`config.mk`:
```
export PLATFORM = sky130hd
export DESIGN_NAME = drfl_front
export DESIGN_NICKNAME = d
export VERILOG_FILES = /design/src/drfl_pkg.sv /design/src/drfl_front.sv
export SDC_FILE = /design/constraint.sdc
export NUM_CORES = 1
export LEC_CHECK = 0
export BUFFER_PORTS_ARGS = -buffer_cell sky130_fd_sc_hd__buf_4
export CAP_MARGIN = 10
export CORE_MARGIN = 4
export CORE_UTILIZATION = 40
export CTS_CLUSTER_DIAMETER = 80
export DETAILED_ROUTE_END_ITERATION = 12
export PLACE_DENSITY = 0.69
export SYNTH_ARGS = -nofsm -noshare
export SYNTH_HDL_FRONTEND = slang
export SYNTH_SLANG_ARGS = --single-unit
```
`constraint.sdc`:
```
create_clock -name aclk -period 12.5 [get_ports aclk]
set_clock_uncertainty 0.15 [all_clocks]
set_input_delay 1.25 -clock aclk [delete_from_list [all_inputs] [get_ports aclk]]
set_output_delay 1.25 -clock aclk [all_outputs]
set_load 0.1 [all_outputs]
```
`src/drfl_pkg.sv`:
```
// Shared types, constants and date helpers for the dated rate floor lookup.
// No dependencies.
package drfl_pkg;

    localparam int TABLE_DEPTH = 1024;
    localparam int IDX_W       = $clog2(TABLE_DEPTH);
    localparam int CNT_W       = $clog2(TABLE_DEPTH + 1);
    localparam int KEY_W       = 23;
    localparam int RATE_W      = 40;
    localparam int AMT_W       = 22;
    localparam int PROD_W      = 60;
    localparam int ST_W        = 3;
    localparam int QDEPTH      = 2;
    localparam logic [AMT_W-1:0] AMOUNT_LIMIT = 22'd1024000;

    localparam logic [ST_W-1:0] ST_OK       = 3'd0;
    localparam logic [ST_W-1:0] ST_BAD_DATE = 3'd1;
    localparam logic [ST_W-1:0] ST_NEG_AMT  = 3'd2;
    localparam logic [ST_W-1:0] ST_BIG_AMT  = 3'd3;
    localparam logic [ST_W-1:0] ST_FULL     = 3'd4;

    // Classified request passed from front to back
    typedef struct packed {
        logic              is_query;
        logic              done;      // result settled at the front
        logic [ST_W-1:0]   status;
        logic [KEY_W-1:0]  key;
        logic [RATE_W-1:0] rate;
        logic [AMT_W-1:0]  amount;
    } drfl_req_t;

    typedef enum logic [2:0] {
        S_IDLE, S_SCAN, S_WAIT, S_MUL, S_DONE
    } drfl_state_t;

    function automatic logic [4:0] month_len(input logic [6:0] m, input logic leap);
        logic [4:0] r;
        case (m)
            7'd2:                         r = leap ? 5'd29 : 5'd28;
            7'd4, 7'd6, 7'd9, 7'd11:      r = 5'd30;
            default:                      r = 5'd31;
        endcase
        return r;
    endfunction

    function automatic logic is_leap(input logic [13:0] y);
        logic [13:0] r100;
        logic [13:0] q100;
        logic [27:0] prod;
        // divide by 100 via reciprocal: y*5243 >> 19, exact for y < 16384
        prod = 28'(y) * 28'd5243;
        q100 = {5'd0, prod[27:19]};
        r100 = y - 14'(q100 * 14'd100);
        return (y[1:0] == 2'b00) && ((r100 != 14'd0) || (q100[1:0] == 2'b00));
    endfunction

endpackage

```
`src/drfl_front.sv`:
```
// Front part: checks the date and amount and packs a request for the back.
// Depends on drfl_pkg.
module drfl_front import drfl_pkg::*; (
    input  logic                 aclk,
    input  logic                 aresetn,
    input  logic                 s_tvalid,
    output logic                 s_tready,
    input  logic [RATE_W+AMT_W+KEY_W+5:0] s_tdata,
    output logic                 q_valid,
    input  logic                 q_ready,
    output drfl_req_t            q_req
);
    logic        req_type;
    logic [13:0] yr;
    logic [6:0]  mo;
    logic [6:0]  dy;
    logic [RATE_W-1:0] rate;
    logic [AMT_W-1:0]  amt;
    logic        date_good;
    drfl_req_t   req_next;
    drfl_req_t   req_reg;
    logic        valid_reg;

    assign req_type = s_tdata[0];
    assign yr   = s_tdata[14:1];
    assign mo   = s_tdata[21:15];
    assign dy   = s_tdata[28:22];
    assign rate = s_tdata[68:29];
    assign amt  = s_tdata[90:69];

    // Classify the incoming beat
    always_comb begin
        date_good = (yr <= 14'd9999) && (mo >= 7'd1) && (mo <= 7'd12) && (dy >= 7'd1)
                    && (dy <= {2'b00, month_len(mo, is_leap(yr))});
        req_next.is_query = req_type;
        req_next.key      = {yr, mo[3:0], dy[4:0]};
        req_next.rate     = rate;
        req_next.amount   = amt;
        req_next.done     = 1'b1;
        req_next.status   = ST_OK;
        if (!date_good) begin
            req_next.status = ST_BAD_DATE;
        end else if (!req_type) begin
            req_next.done = 1'b0;
        end else if (amt[AMT_W-1]) begin
            req_next.status = ST_NEG_AMT;
        end else if (amt > AMOUNT_LIMIT) begin
            req_next.status = ST_BIG_AMT;
        end else begin
            req_next.done = 1'b0;
        end
    end

    assign s_tready = !valid_reg || q_ready;
    assign q_valid  = valid_reg;
    assign q_req    = req_reg;

    // Hold the classified beat until the queue takes it
    always_ff @(posedge aclk) begin
        if (!aresetn) begin
            valid_reg <= 1'b0;
        end else if (s_tready) begin
            valid_reg <= s_tvalid;
        end
        if (s_tready && s_tvalid) begin
            req_reg <= req_next;
        end
    end
endmodule

```
# After elaboration in Yosys (flattened, before gate mapping)
# Index checks and enable logic that the tools add are counted.
dict set report totals {
  regBits 91
  in_bits 95
  out_inout_bits 92
  word_cells 48
}
dict set report op_classes {
  n_addsub 1
  multipliers 2
  magnitude_cmp 6
  n_eq_ne 5
  n_mux 8
  bitwise 2
  reduce_logical 15
}
# operator n
set ops {}
lappend ops {{14-bit by 13-bit multiplier with 27-bit output, second input constant} 1}
lappend ops {{22-bit by 20-bit greater-than comparator with 1-bit output, second input constant} 1}
lappend ops {{7-bit by 3-bit == test with 1-bit output, second input constant} 2}
lappend ops {{7-bit by 4-bit == test with 1-bit output, second input constant} 2}
lappend ops {{7-bit by 1-bit greater-or-equal comparator with 1-bit output, second input constant} 2}
lappend ops {{14-bit <= comparator, second input constant} 1}
lappend ops {{14-bit nonzero test} 1}
lappend ops {{14-bit subtractor} 1}
lappend ops {{8-bit by 5-bit multiplier with 12-bit output, second input constant} 1}
lappend ops {{7-bit by 2-bit == test with 1-bit output, second input constant} 1}
lappend ops {{7-bit by 4-bit <= comparator with 1-bit output, second input constant} 1}
lappend ops {{7-bit by 5-bit <= comparator with 1-bit output} 1}
lappend ops {{1-bit logical AND} 6}
lappend ops {{1-bit two-way mux} 5}
lappend ops {{2-bit logical NOT} 2}
lappend ops {{2-bit two-way mux} 2}
lappend ops {{2-bit one-hot mux with 2 select lines} 1}
lappend ops {{4-bit OR reduction} 1}
lappend ops {{3-bit OR reduction} 1}
lappend ops {{1-bit logical OR} 2}
lappend ops {{1-bit inverter} 2}
lappend ops {{2-bit AND reduction} 1}
lappend ops {{1-bit logical NOT} 1}

# Longest topological paths before layout
dict set report logic_depth {
  depth_word 12
  ltp_mapped 45
  depth_no_buf 45
}

# Worst setup path after synthesis
# No wires, ideal clock.
dict set report synth_path {
  kind {input -> register}
  start {input port s_tdata[6]}
  end {register req_reg, in the netlist q_req[85] (data pin)}
  t_arrival_ps 9408
  t_required_ps 12078
  path_slack_ps 2670
  path_stages 40
  n_path_buf 0
  cell_sequence {inv_1 fa_1 inv_1 ha_1 fa_1 inv_1 fa_1 fa_1 inv_1 ha_1 and4_1 o311ai_4 nand4_1 a31oi_1 o21ba_2 o21ai_1 a21oi_1 ha_1 [... 4 more ...] ha_1 o21a_1 o31ai_1 nand2b_1 xnor2_1 ha_1 inv_1 o311ai_0 nor4b_1 nand3_1 nor4_1 o311a_1 o2111a_1 a41oi_2 ha_1 a211oi_1 nor4_1 nand2_1}
}
dict set report synth_via {
  elab_chain_cells 10
  word_cells_on_any_way 15
  classes_between {1 x add/sub; 2 x mul; 2 x order compare; 2 x mux; 8 x reduce/logical}
}
# element line_no
set synth_rtl {}
lappend synth_rtl {{start: declaration} drfl_front.sv:8} ;# input logic [RATE_W+AMT_W+KEY_W+5:0] s_tdata,
lappend synth_rtl {{14-bit by 13-bit multiplier with 27-bit output} drfl_pkg.sv:51} ;# prod = 28'(y) * 28'd5243;
lappend synth_rtl {{8-bit by 5-bit multiplier with 12-bit output} drfl_pkg.sv:53} ;# r100 = y - 14'(q100 * 14'd100);
lappend synth_rtl {{14-bit subtractor} drfl_pkg.sv:53}
lappend synth_rtl {{14-bit nonzero test} drfl_pkg.sv:54} ;# return (y[1:0] == 2'b00) && ((r100 != 14'd0) || (q100[1:0] == 2'b00));
lappend synth_rtl {{1-bit logical OR} drfl_pkg.sv:54}
lappend synth_rtl {{1-bit logical AND} drfl_pkg.sv:54}
lappend synth_rtl {{1-bit two-way mux} drfl_pkg.sv:39} ;# 7'd2: r = leap ? 5'd29 : 5'd28;
lappend synth_rtl {{2-bit one-hot mux with 2 select lines} drfl_pkg.sv:38} ;# case (m)
lappend synth_rtl {{7-bit by 5-bit <= comparator with 1-bit output} drfl_front.sv:34} ;# && (dy <= {2'b00, month_len(mo, is_leap(yr))});
lappend synth_rtl {{1-bit logical AND *} drfl_front.sv:34}
lappend synth_rtl {{end signal: assignment} drfl_front.sv:66} ;# req_reg <= req_next;
lappend synth_rtl {{end: declaration} drfl_front.sv:21} ;# drfl_req_t req_reg;
# Every way passes the cells marked *; elsewhere a longest branch is shown, timed or not.
# A chain may end at the register's enable or synchronous reset.

# Worst setup path after layout
dict set report layout_path {
  start {input port s_tdata[12]}
  end {register req_reg, in the netlist q_req[85] (data pin)}
}
# Same word-level chain as after synthesis.

==> flow_summary.json <==
{
  "status": "completed",
  "wl_met2_mm": 8.772,
  "grt_first_pass_wirelength_mm": 29.84,
  "rows": 50,
  "wirelength_mm": 18.41,
  "hold_class": "reg2reg",
  "async_flop_share": 0,
  "setup_violations": 0,
  "synth_common_cells": "ha_1 (142), inv_1 (139), edfxtp_1 (89), fa_1 (66), nor2_1 (19)",
  "cts.sinks": 90,
  "drtIter0Drc": 214,
  "final_cells": 1069,
  "required_ps": 12420,
  "fmax_mhz": 93.26,
  "globalRouteOverflowTotal": 0,
  "fin_tns_setup_ps": 0,
  "clock_tree.root_cell": "clkbuf_16",
  "syn_avg_cell_area_um2": 11.93,
  "wl_met3_mm": 1.136,
  "finalWeightedCongestion": 0.8838,
  "ys_types": 55,
  "grt_usage": 0.1768,
  "clk_latency_ps": 340,
  "drv_slew": 0,
  "worst_slew_pin_slew_ps": 1032,
  "crit_slowest_cell": "fa_1",
  "post-route-drc-count": 0,
  "cts_buffers": 9,
  "yosysWarnings": 0,
  "synth_seq_area_share": 0.3544,
  "fin_crit_ps": 10720,
  "final_nets": 1133,
  "cap_violations": 0,
  "critPathMaxFanout": 11,
  "cts.repair.resized": 0,
  "synth.most_common_cell": "ha_1",
  "drt-met1-wl_mm": 8.210,
  "synth-seq-cells": 90,
  "synth_area_um2": 7597,
  "synth-edff-count": 89,
  "via_count": 5213,
  "cts_hold_buf": 0,
  "grt_start_max_net_pins": 81,
  "start_util": 0.4062,
  "cts_buffer_depth": 2,
  "hold_violations": 0,
  "cts_setup_buffers": 0,
  "die-width_um": 145.8,
  "reg2reg_slack_ps": 10430,
  "end_kind": "flop",
  "firstDrtPassIters": 4,
  "critical_path_class": "in2reg",
  "htreeDepth": 3,
  "synth_top_cell_by_area": "edfxtp_1",
  "arrival_ps": 10650,
  "io_buffers": 185,
  "synthCells": 637,
  "wl_per_cell_um": 17.22,
  "ioPinCount": 187,
  "die_area_um2": 21260,
  "syn-num-nets": 940,
  "synth_area_leaders": "edfxtp_1 (35%), ha_1 (23%), fa_1 (17%), inv_1 (6.9%), xnor2_1 (1.8%)",
  "cts_tree": "done",
  "antenna_cells": 0,
  "ant_nets": 0,
  "crit_path_start_kind": "primary input",
  "core_um2": 18710,
  "antenna_found_initial": 0,
  "routed.top_layer": "met4",
  "fill_cells": 1654,
  "grt_pass1_vias": 5446,
  "ys.flop_type": "edfxtp_1",
  "relSlewSlack": 0.3121,
  "hpwlAfterDp_mm": 15.51,
  "fin_crit_sh": 0.8579,
  "clk_pin_slew_ps": 70,
  "rsz0062_at_grt": "false",
  "routed_via_density": 4.877,
  "max_stage_delay_ps": 550,
  "die_h_um": 145.8,
  "drive_gt1_frac": 0.2515,
  "synth_top_area_share": 0.3518,
  "hold_slack_ps": 415.4,
  "dp_cells": 1053,
  "syn2layout_area_growth_pct": 25.82
}
[cell type report]
class | count | area (µm²) | share of cell area
clock buffers | 9 | 225.2 | 0.02356
clock inverters | 7 | 72.57 | 0.007592
inverters | 139 | 521.8 | 0.05458
multi-input cells | 404 | 4358 | 0.4559
flip-flops and latches | 90 | 2693 | 0.2817
well taps | 234 | 292.8 | 0.03063
repair buffers | 186 | 1396 | 0.1461
[worst max-delay path: cells and delay by family]
| family | cells | cell delay [ps] |
|---|---|---|
| XOR/XNOR | 2 | 460 |
| buffers and inverters | 8 | 640 |
| AO/OA/AOI/OAI | 8 | 1440 |
| adder cells (fa/ha/maj) | 12 | 4630 |
| AND/OR/NAND/NOR | 11 | 2190 |
[cell families after synthesis]
logic type,Yosys count,synth area share
simple gates,101,0.06950
flops,90,0.3544
other cells,1,0.0004936
xor+xnor,24,0.02767
fa+ha+maj,208,0.4078
mux,1,0.001318
compound gates,69,0.06654
buf+inv,143,0.07230
[per-layer routing]
metal  vias up  GRT usage
met5         -          0
met4         0    0.03989
met3        18    0.03675
met2       170     0.2973
met1      2459     0.2367
li1       2566          -
[stage by stage]
step	cell area, µm²	setup WS (ps)	utilization
finish	9559	1777	0.5110
detailed placement	9261	1515	0.4951
CTS	9559	1822	0.5110
global placement	9261	1791	0.4951
global route	9559	1101	0.5110
floorplan	7597	2670	-
[flip-flops by register name, summed over array words and instances, names as in the netlist]
name,flops
q_req,89
q_valid,1
[final timing paths]
kind                    start        end  cells past startpoint
hold / removal        q_valid    q_valid                      2
setup reg to reg      q_valid  q_req[35]                      3
setup / recovery  s_tdata[12]  q_req[85]                     41
hold reg to reg       q_valid    q_valid                      2
[layout by cell type, fill, tap and decap left out, types with 3 or more instances in the layout]
cell | netlist | layout
o31ai_1 | 3 | 3
fa_1 | 66 | 66
clkbuf_16 | 0 | 9
nor2_1 | 19 | 19
nand2b_1 | 8 | 8
buf_4 | 1 | 186
xnor2_1 | 16 | 16
nor4_1 | 7 | 7
edfxtp_1 | 89 | 89
nor3_1 | 15 | 15
o21a_1 | 4 | 4
nand3_1 | 8 | 8
nor2b_1 | 7 | 7
nand4_1 | 7 | 7
ha_1 | 142 | 142
o21ai_1 | 5 | 5
o21ai_0 | 8 | 8
a31oi_1 | 3 | 3
a211oi_1 | 3 | 3
xor2_1 | 8 | 8
a21oi_1 | 17 | 17
a21o_1 | 6 | 6
nand2_1 | 18 | 18
inv_1 | 139 | 139
Power is left out: the tool's default activity adds up to more than one toggle a clock period on the data nets, which glitch-free logic cannot reach.
