===== src/drfl_pkg.sv =====
// Shared types, constants and date helpers for the dated rate floor lookup.
// No dependencies.
package drfl_pkg;

    localparam int TABLE_DEPTH = 1024;
    localparam int IDX_W       = $clog2(TABLE_DEPTH);
    localparam int CNT_W       = $clog2(TABLE_DEPTH + 1);
    localparam int KEY_W       = 23;
    localparam int RATE_W      = 40;
    localparam int AMT_W       = 22;
    localparam int PROD_W      = 60;
    localparam int ST_W        = 3;
    localparam int QDEPTH      = 2;
    localparam logic [AMT_W-1:0] AMOUNT_LIMIT = 22'd1024000;

    localparam logic [ST_W-1:0] ST_OK       = 3'd0;
    localparam logic [ST_W-1:0] ST_BAD_DATE = 3'd1;
    localparam logic [ST_W-1:0] ST_NEG_AMT  = 3'd2;
    localparam logic [ST_W-1:0] ST_BIG_AMT  = 3'd3;
    localparam logic [ST_W-1:0] ST_FULL     = 3'd4;

    // Classified request passed from front to back
    typedef struct packed {
        logic              is_query;
        logic              done;      // result settled at the front
        logic [ST_W-1:0]   status;
        logic [KEY_W-1:0]  key;
        logic [RATE_W-1:0] rate;
        logic [AMT_W-1:0]  amount;
    } drfl_req_t;

    typedef enum logic [2:0] {
        S_IDLE, S_SCAN, S_WAIT, S_MUL, S_DONE
    } drfl_state_t;

    function automatic logic [4:0] month_len(input logic [6:0] m, input logic leap);
        logic [4:0] r;
        case (m)
            7'd2:                         r = leap ? 5'd29 : 5'd28;
            7'd4, 7'd6, 7'd9, 7'd11:      r = 5'd30;
            default:                      r = 5'd31;
        endcase
        return r;
    endfunction

    function automatic logic is_leap(input logic [13:0] y);
        logic [13:0] r100;
        logic [13:0] q100;
        logic [27:0] prod;
        // divide by 100 via reciprocal: y*5243 >> 19, exact for y < 16384
        prod = 28'(y) * 28'd5243;
        q100 = {5'd0, prod[27:19]};
        r100 = y - 14'(q100 * 14'd100);
        return (y[1:0] == 2'b00) && ((r100 != 14'd0) || (q100[1:0] == 2'b00));
    endfunction

endpackage


===== src/drfl_queue.sv =====
// Short request queue between front and back.
// Depends on drfl_pkg.
module drfl_queue import drfl_pkg::*; (
    input  logic      aclk,
    input  logic      aresetn,
    input  logic      in_valid,
    output logic      in_ready,
    input  drfl_req_t in_req,
    output logic      out_valid,
    input  logic      out_ready,
    output drfl_req_t out_req
);
    drfl_req_t mem_reg [QDEPTH];
    logic      wp_reg, rp_reg;
    logic [1:0] cnt_reg;
    logic      push, pop;

    assign in_ready  = (cnt_reg != 2'(QDEPTH));
    assign out_valid = (cnt_reg != 2'd0);
    assign out_req   = mem_reg[rp_reg];
    assign push = in_valid && in_ready;
    assign pop  = out_valid && out_ready;

    // Advance pointers and count
    always_ff @(posedge aclk) begin
        if (!aresetn) begin
            wp_reg  <= 1'b0;
            rp_reg  <= 1'b0;
            cnt_reg <= 2'd0;
        end else begin
            if (push) wp_reg <= ~wp_reg;
            if (pop)  rp_reg <= ~rp_reg;
            cnt_reg <= cnt_reg + 2'(push) - 2'(pop);
        end
        if (push) begin
            mem_reg[wp_reg] <= in_req;
        end
    end
endmodule


===== config.mk =====
export PLATFORM = sky130hd
export DESIGN_NAME = drfl_queue
export DESIGN_NICKNAME = d
export VERILOG_FILES = /design/src/drfl_pkg.sv /design/src/drfl_queue.sv
export SDC_FILE = /design/constraint.sdc
export NUM_CORES = 1
export LEC_CHECK = 0
export BUFFER_PORTS_ARGS = -buffer_cell sky130_fd_sc_hd__buf_2
export CORE_MARGIN = 4
export CORE_UTILIZATION = 58
export CTS_BUF_LIST = sky130_fd_sc_hd__clkbuf_4 sky130_fd_sc_hd__clkbuf_8
export CTS_CLUSTER_SIZE = 30
export DETAILED_ROUTE_END_ITERATION = 6
export PLACE_DENSITY_LB_ADDON = 0.05
export SKIP_CTS_REPAIR_TIMING = 1
export SLEW_MARGIN = 20
export SYNTH_ARGS = -nofsm -noshare
export SYNTH_HDL_FRONTEND = slang
export SYNTH_SLANG_ARGS = --single-unit

===== constraint.sdc =====
create_clock -name aclk -period 12.45 [get_ports aclk]
set_input_delay 0.6225 -clock aclk [delete_from_list [all_inputs] [get_ports aclk]]
set_output_delay 0.6225 -clock aclk [all_outputs]
set_load 0.03 [all_outputs]

* Yosys cells after proc, flatten, opt, wreduce, memory -nomap -nowiden
Memory sizes are Yosys's and may differ from the RTL's. A register that Yosys moved wholly into a read port is not among the register bits.
Index checks and enable logic that the tools add are counted.
** Storage, ports and cells
- Bits in registers :: 4
- Memory bits (writable) :: 180
- Word-level logic and storage cells :: 16
- Memories kept :: 1
** Memories
- mem_reg :: words 2, bits a word 90, rd ports 1, clocked after memory_dff 1, wr ports 1, RTL line drfl_queue.sv:13 : drfl_req_t mem_reg [QDEPTH];
** Operators by class
- Add/sub/neg operators :: 2
- Equal/unequal tests :: 1
- Mux-type cells :: 4
- Bitwise gates (word level) :: 2
- Reductions and logical operators :: 3
** Operators with widths (count)
- two-way mux 1 bit :: 4
- adder 2 x 1 -> 2 bit :: 1
- logical AND 1 bit :: 2
- inequality test 2 bit (second input constant) :: 1
- NOT 1 bit :: 2
- nonzero test 2 bit :: 1
- subtractor 2 x 1 -> 2 bit :: 1

* Depth between registers and ports, before layout
Gate-level depths: netlist of run 1.
- Depth in word-level cells :: 4
- Depth in mapped cells :: 8
- Mapped depth without buffers :: 8

* Worst setup path before layout of run 1
No wires, ideal clock.
- Kind :: register -> register
- Start point :: register cnt_reg[0]
- End point :: memory mem_reg[0][0] (netlist bit), enable pin
- Setup time :: 0.540 ns
- Data arrival time :: 4.598 ns
- Setup slack :: 7.312 ns
- Cell stages (with the launch flop) :: 4
- Cell sequence :: dfxtp_1 > nand2b_1 > nand2_1 > nor2_1
** On the way
- Cells in the longest elaborated chain, start to end :: 4
** Ends and longest elaborated chain
- from (decl) :: RTL line drfl_queue.sv:15 : logic [1:0] cnt_reg;
- from (signal assigned) :: RTL line drfl_queue.sv:33 : cnt_reg <= cnt_reg + 2'(push) - 2'(pop);
- inequality test 2 bit :: RTL line drfl_queue.sv:18 : assign in_ready = (cnt_reg != 2'(QDEPTH));
- via in_ready :: RTL line drfl_queue.sv:7 : output logic in_ready,
- logical AND 1 bit :: RTL line drfl_queue.sv:21 : assign push = in_valid && in_ready;
- two-way mux 1 bit :: RTL line drfl_queue.sv:35 : if (push) begin
- two-way mux 1 bit (not written as such) :: RTL line drfl_queue.sv:36 : mem_reg[wp_reg] <= in_req;
- to (decl) :: RTL line drfl_queue.sv:13
The timed path passes the listed nets, and every way through them passes these cells.

==> run summary, run 1 <==
status: finished clean
Worst-Margin Slew: 0.977 ns
final WL: 11,900 µm
grt total ovfl: 0
DR iter-0 viols: 226
Seq/Total Area, Yosys: 81.1%
CTS tree: yes
YS warnings: 0
via/cell ratio: 5.15
largest net degree at the start of global routing: 75
Pwr Density: 209 mW/mm²
clk root buf: clkbuf_8
top-level port count: 186
share of layout cells above drive strength 1: 60.6%
DRT Pass-1 Iters: 4
max-cap violations: 0
CP required: 11.83 ns
static leakage: 3.06 nW
DP HPWL: 8060 µm
CTS buffer count: 17
Final Hold Viols: 0
DR vias: 3,380
crit start category: register
peak supply drop: 0.145 mV
H-tree levels: 4
Max-Slew Margin vs Limit: 34.9%
Final min period: 3.02 ns
# port buffers: 185
arrival time at the worst endpoint: 2.39 ns
Final #Nets: 597
Diodes inserted: 0
CP Class: register to primary output
final setup TNS: 0 ns
vias in the first global route: 3,588
max reg flops: 180
CTS clk-pin slew, worst paths: 0.08 ns
initial antenna violation count: 2
Mapped Nets: 400
clk buf depth: 2
final slew viol count: 0
Die Width: 116 µm
wire per inst: 18.1 µm
final setup skew: 0.00711 ns
Crit Path Max Fanout: 73
Die Area: 0.0135 mm²
worst skew pair latency: 0.44 ns
Initial Util: 59.4%
# setup viols final: 0
Sink Count: 185
flop2flop setup slack: 10.05 ns
Placer Congestion: 0.711
Avg Cell Area, Syn: 22.3 µm²
Post-route DRC: 0
Syn Inst Count: 304
final worst-path cycle share: 24.2%
Cell variety after synth: 17
Seq cells post-synth: 185
global-route wire length before repair: 17,900 µm
Die Y: 116 µm
crit path capture type: primary output
core area: 0.0114 mm²
total track usage: 18.3%
Final Worst Setup Slack: 9.43 ns
Post-Synthesis Cell Area: 0.00679 mm²
unrepaired setup endpoints after global routing: no
FP Rows: 39
number of nets with antenna violations after routing: 0
pre-CTS WS: 9.84 ns
fmax: 332 MHz
area delta synth->final: 20.6%
Worst Hold Class: primary input to register
==> cells in the final DEF (no fill, tap or decap) <==
master / netlist / routed
buf_2: 0 / 185
edfxtp_1: 180 / 180
mux2_2: 90 / 90
clkbuf_8: 9 / 17
clkinv_2: 0 / 5
dfxtp_1: 5 / 4
xnor2_1: 3 / 3
clkbuf_4: 0 / 3
bufinv_16: 0 / 3
buf_4: 0 / 3
nand2b_1: 2 / 2
nand2_1: 2 / 2
nor2b_1: 2 / 2
and2_1: 2 / 2
ha_1: 2 / 2
clkinv_1: 0 / 2
o21a_1: 1 / 1
or2_2: 1 / 1
inv_1: 1 / 1
and3_4: 0 / 1
nor2_4: 0 / 1
mux2i_1: 1 / 1
dfxtp_4: 0 / 1
clkinvlp_4: 0 / 1
==> synth_stat cells, drive strengths merged <==
cell,number,share of area (%)
and2,2,0.18
and3,1,0.092
buf,1,0.17
clkbuf,9,1.8
dfxtp,5,1.5
edfxtp,180,80
ha,2,0.37
inv,1,0.055
mux2,90,15
mux2i,1,0.15
nand2,2,0.11
nand2b,2,0.18
nor2,1,0.055
nor2b,2,0.18
o21a,1,0.11
or2,1,0.092
xnor2,3,0.39
==> worst max-delay path: stages (launching register included) <==
cell and delay (ns):
dfxtp_4 0.50, buf_4 0.77, mux2_2 0.43, buf_2 0.18
==> final cells by class <==
class / count / area, µm²
repair buffers: 188 / 948
flip-flops and latches: 185 / 5510
well taps: 143 / 179
clock buffers: 20 / 256
multi-input cells: 108 / 1160
inverters: 1 / 3.75
clock inverters: 11 / 130
fillers: 771 / 3240
==> power by group <==
group	switching, mW	internal [mW]	total (mW)
clock network	0.187	0.201	0.388
logic	0.338	0.178	0.515
registers	0.0262	0.782	0.809
total	0.551	1.16	1.71
==> per-stage QoR <==
| stage | hold slack (ns) | area [µm²] | std cells | util (%) | power, mW |
|---|---|---|---|---|---|
| floorplan | 0.455 | 6790 | 304 | - | 1.22 |
| global placement | 0.507 | 7800 | 625 | 68.3 | 1.34 |
| detailed placement | 0.523 | 7800 | 625 | 68.3 | 1.35 |
| CTS | 0.329 | 8180 | 656 | 71.7 | 1.73 |
| global route | 0.316 | 8180 | 656 | 71.7 | 1.80 |
| finish | 0.368 | 8180 | 656 | 71.7 | 1.71 |
==> logic make-up (layout without fill, tap and decap cells) <==
logic type	after synthesis	after routing	synth area share [%]
multiplexers	91	91	15.1
flip-flops	185	185	81.1
XOR/XNOR	3	3	0.387
adder cells (fa/ha/maj)	2	2	0.369
AND/OR/NAND/NOR	11	11	0.903
buffers and inverters	11	220	2.05
AO/OA/AOI/OAI	1	1	0.111
==> layer usage <==
metal / track usage, % / share of wire, %
met2: 31.2 / 53
met5: 0 / 0.21
met3: 7.72 / 9.1
met4: 7.89 / 1.8
met1: 20.1 / 36
==> worst paths after layout <==
check | end | from | cells after the start
worst max-delay path | out_req[57] | register | 3
worst min-delay path | mem_reg[1][51]$_DFFE_PP_ | in_req[51] | 1
worst max register to register | mem_reg[0][12]$_DFFE_PP_ | cnt_reg[0]$_SDFF_PN0_ | 4
worst min register to register | wp_reg$_SDFFE_PN0N_ | wp_reg$_SDFFE_PN0N_ | 2
Note: power is estimated with default switching activity, not from simulation.
==> run 2, diff against run 1 <==
CORE_UTILIZATION = 49   (was 58)
clock period = 2.5 ns   (was 12.45 ns; I/O delays follow)
==> run 2 against run 1 <==
Net effect:
- first-iteration DRC count shrank 13%
- cell count grew 20%
- non-clock buffer count grew 96
- critical endpoint is now out_req[67]
- largest power group unchanged
- clock power grew to 5.1 times the previous value
- global-route usage shrank 2.9 points
- clock skew grew 0.0054 ns
==> run summary, run 2 (synthesis results as in run 1) <==
static leakage: 3.49 nW (was 3.06 nW)
Final Hold Viols: 0 (unchanged)
Die Y: 126 µm (was 116 µm)
DP HPWL: 7900 µm (was 8060 µm)
pre-CTS WS: 0.770 ns (was 9.84 ns)
Final #Nets: 693 (was 597)
grt total ovfl: 0 (unchanged)
most frequent cells in the layout: buf_2 (185), edfxtp_1 (180), dlygate4sd3_1 (91) (was buf_2 (185), edfxtp_1 (180), mux2_2 (90))
hold_sp: in_valid (was in_req[51])
FF-to-FF End: mem_reg[0][71]$_DFFE_PP_ (was mem_reg[0][12]$_DFFE_PP_)
DR vias: 3,724 (was 3,380)
Worst Hold End: wp_reg$_SDFFE_PN0N_ (was mem_reg[1][51]$_DFFE_PP_)
max reg flops: 180 (unchanged)
Worst-Margin Slew: 0.597 ns (was 0.977 ns)
# setup viols final: 0 (unchanged)
fmax: 501 MHz
clk buf depth: 2 (unchanged)
top-level port count: 186 (unchanged)
Sink Count: 185 (unchanged)
Crit Path Max Fanout: 19 (was 73)
via/cell ratio: 4.74 (was 5.15)
DRT Pass-1 Iters: 4 (unchanged)
final setup skew: 0.0125 ns (was 0.00711 ns)
clk root buf: clkbuf_8 (unchanged)
Hold Path Depth: 3 (was 1)
Final Worst Setup Slack: 0.504 ns (was 9.43 ns)
share of layout cells above drive strength 1: 52.2% (was 60.6%)
Max-Slew Margin vs Limit: 60.2% (was 34.9%)
FF-to-FF Start: cnt_reg[0]$_SDFF_PN0_ (unchanged)
peak supply drop: 0.564 mV (was 0.145 mV)
Worst R2R Path Depth: 4 (unchanged)
CP Class: register to primary output (unchanged)
CP required: 2.38 ns (was 11.83 ns)
FP Rows: 42 (was 39)
final WL: 12,500 µm (was 11,900 µm)
CTS buffer count: 17 (unchanged)
Pwr Density: 946 mW/mm² (was 209 mW/mm²)
wire per inst: 16.0 µm (was 18.1 µm)
vias in the first global route: 3,643 (was 3,588)
H-tree levels: 4 (unchanged)
flop2flop setup slack: 0.79 ns (was 10.05 ns)
max-cap violations: 0 (unchanged)
Final min period: 2.00 ns
core area: 0.0134 mm² (was 0.0114 mm²)
DR iter-0 viols: 197 (was 226)
Post-route DRC: 0 (unchanged)
Placer Congestion: 0.711 (about the same)
Die Area: 0.0158 mm² (was 0.0135 mm²)
area delta synth->final: 36.1% (was 20.6%)
crit path capture type: primary output (unchanged)
number of nets with antenna violations after routing: 0 (unchanged)
unrepaired setup endpoints after global routing: no (unchanged)
# port buffers: 185 (unchanged)
Worst Hold Class: primary input to register (unchanged)
commonest non-fill, non-tap cell in the layout: buf_2 (unchanged)
final setup TNS: 0 ns (unchanged)
global-route wire length before repair: 18,600 µm (was 17,900 µm)
initial antenna violation count: 0 (was 2)
total track usage: 15.4% (was 18.3%)
crit start category: register (unchanged)
arrival time at the worst endpoint: 1.87 ns (was 2.39 ns)
status: finished clean (unchanged)
CTS tree: yes (unchanged)
Diodes inserted: 0 (unchanged)
final slew viol count: 0 (unchanged)
CTS clk-pin slew, worst paths: 0.08 ns (about the same)
Die Width: 126 µm (was 116 µm)
Initial Util: 50.7% (was 59.4%)
final worst-path cycle share: 79.8%
largest net degree at the start of global routing: 46 (was 75)
fill count: 937 (was 771)
worst skew pair latency: 0.45 ns (was 0.44 ns)
[run 2: cell count changes in the layout (fill, tap and decap cells not counted), sizes merged]
cell / change
clkinv: -2
dlygate4sd3: +91
clkbuf: +2
buf: +5
[run 2: through the flow]
step                      total power [mW]  instances  hold slack [ns]  util [%]  area [µm²]
final                                 8.74        785           0.0856      69.0        9240
after floorplan                       6.08        304            0.224         -        6800
after detailed placement              6.78        663            0.316      59.2        7930
after global routing                  9.16        785           0.0700      69.0        9240
after CTS                             8.74        694           -0.177      62.2        8330
after global placement                6.75        663            0.313      59.2        7930
[run 2: area by class of cell]
type | count | area [µm²] | share of cell area, %
Clock buffer | 22 | 272 | 2.94
Inverter | 1 | 3.75 | 0.0406
Clock inverter | 9 | 125 | 1.35
Timing Repair Buffer | 284 | 1950 | 21.1
Tap cell | 176 | 220 | 2.38
Sequential cell | 185 | 5510 | 59.6
Multi-Input combinational cell | 108 | 1160 | 12.6
[run 2: critical path, stage by stage (launching register included)]
cell and delay [ns]:
dfxtp_4 0.53, buf_4 0.33, mux2_2 0.38, buf_2 0.18
[run 2: worst max-delay path by stage]
| stage | startpoint | to | slack [ns] |
|---|---|---|---|
| floorplan | cnt_reg[0]$_SDFF_PN0_ | mem_reg[0][0]$_DFFE_PP_ | 0.04 |
| global placement | cnt_reg[0]$_SDFF_PN0_ | mem_reg[0][12]$_DFFE_PP_ | 0.80 |
| detailed placement | cnt_reg[0]$_SDFF_PN0_ | mem_reg[0][9]$_DFFE_PP_ | 0.77 |
| CTS | register | out_req[60] | 0.45 |
| global route | register | out_req[27] | 0.39 |
| finish | register | out_req[67] | 0.50 |
[run 2: layer usage]
metal	track usage [%]	wire [µm]	up-vias
li1	-	-	1787
met1	17.8	5000	1789
met2	25.5	6280	123
met3	6.48	963	25
met4	6.31	278	0
met5	0	0	-
[run 2: power breakdown]
group	internal (mW)	total, mW	switching (mW)
combinational	1.04	2.76	1.72
sequential	3.89	4.02	0.133
clock	1.03	1.96	0.927
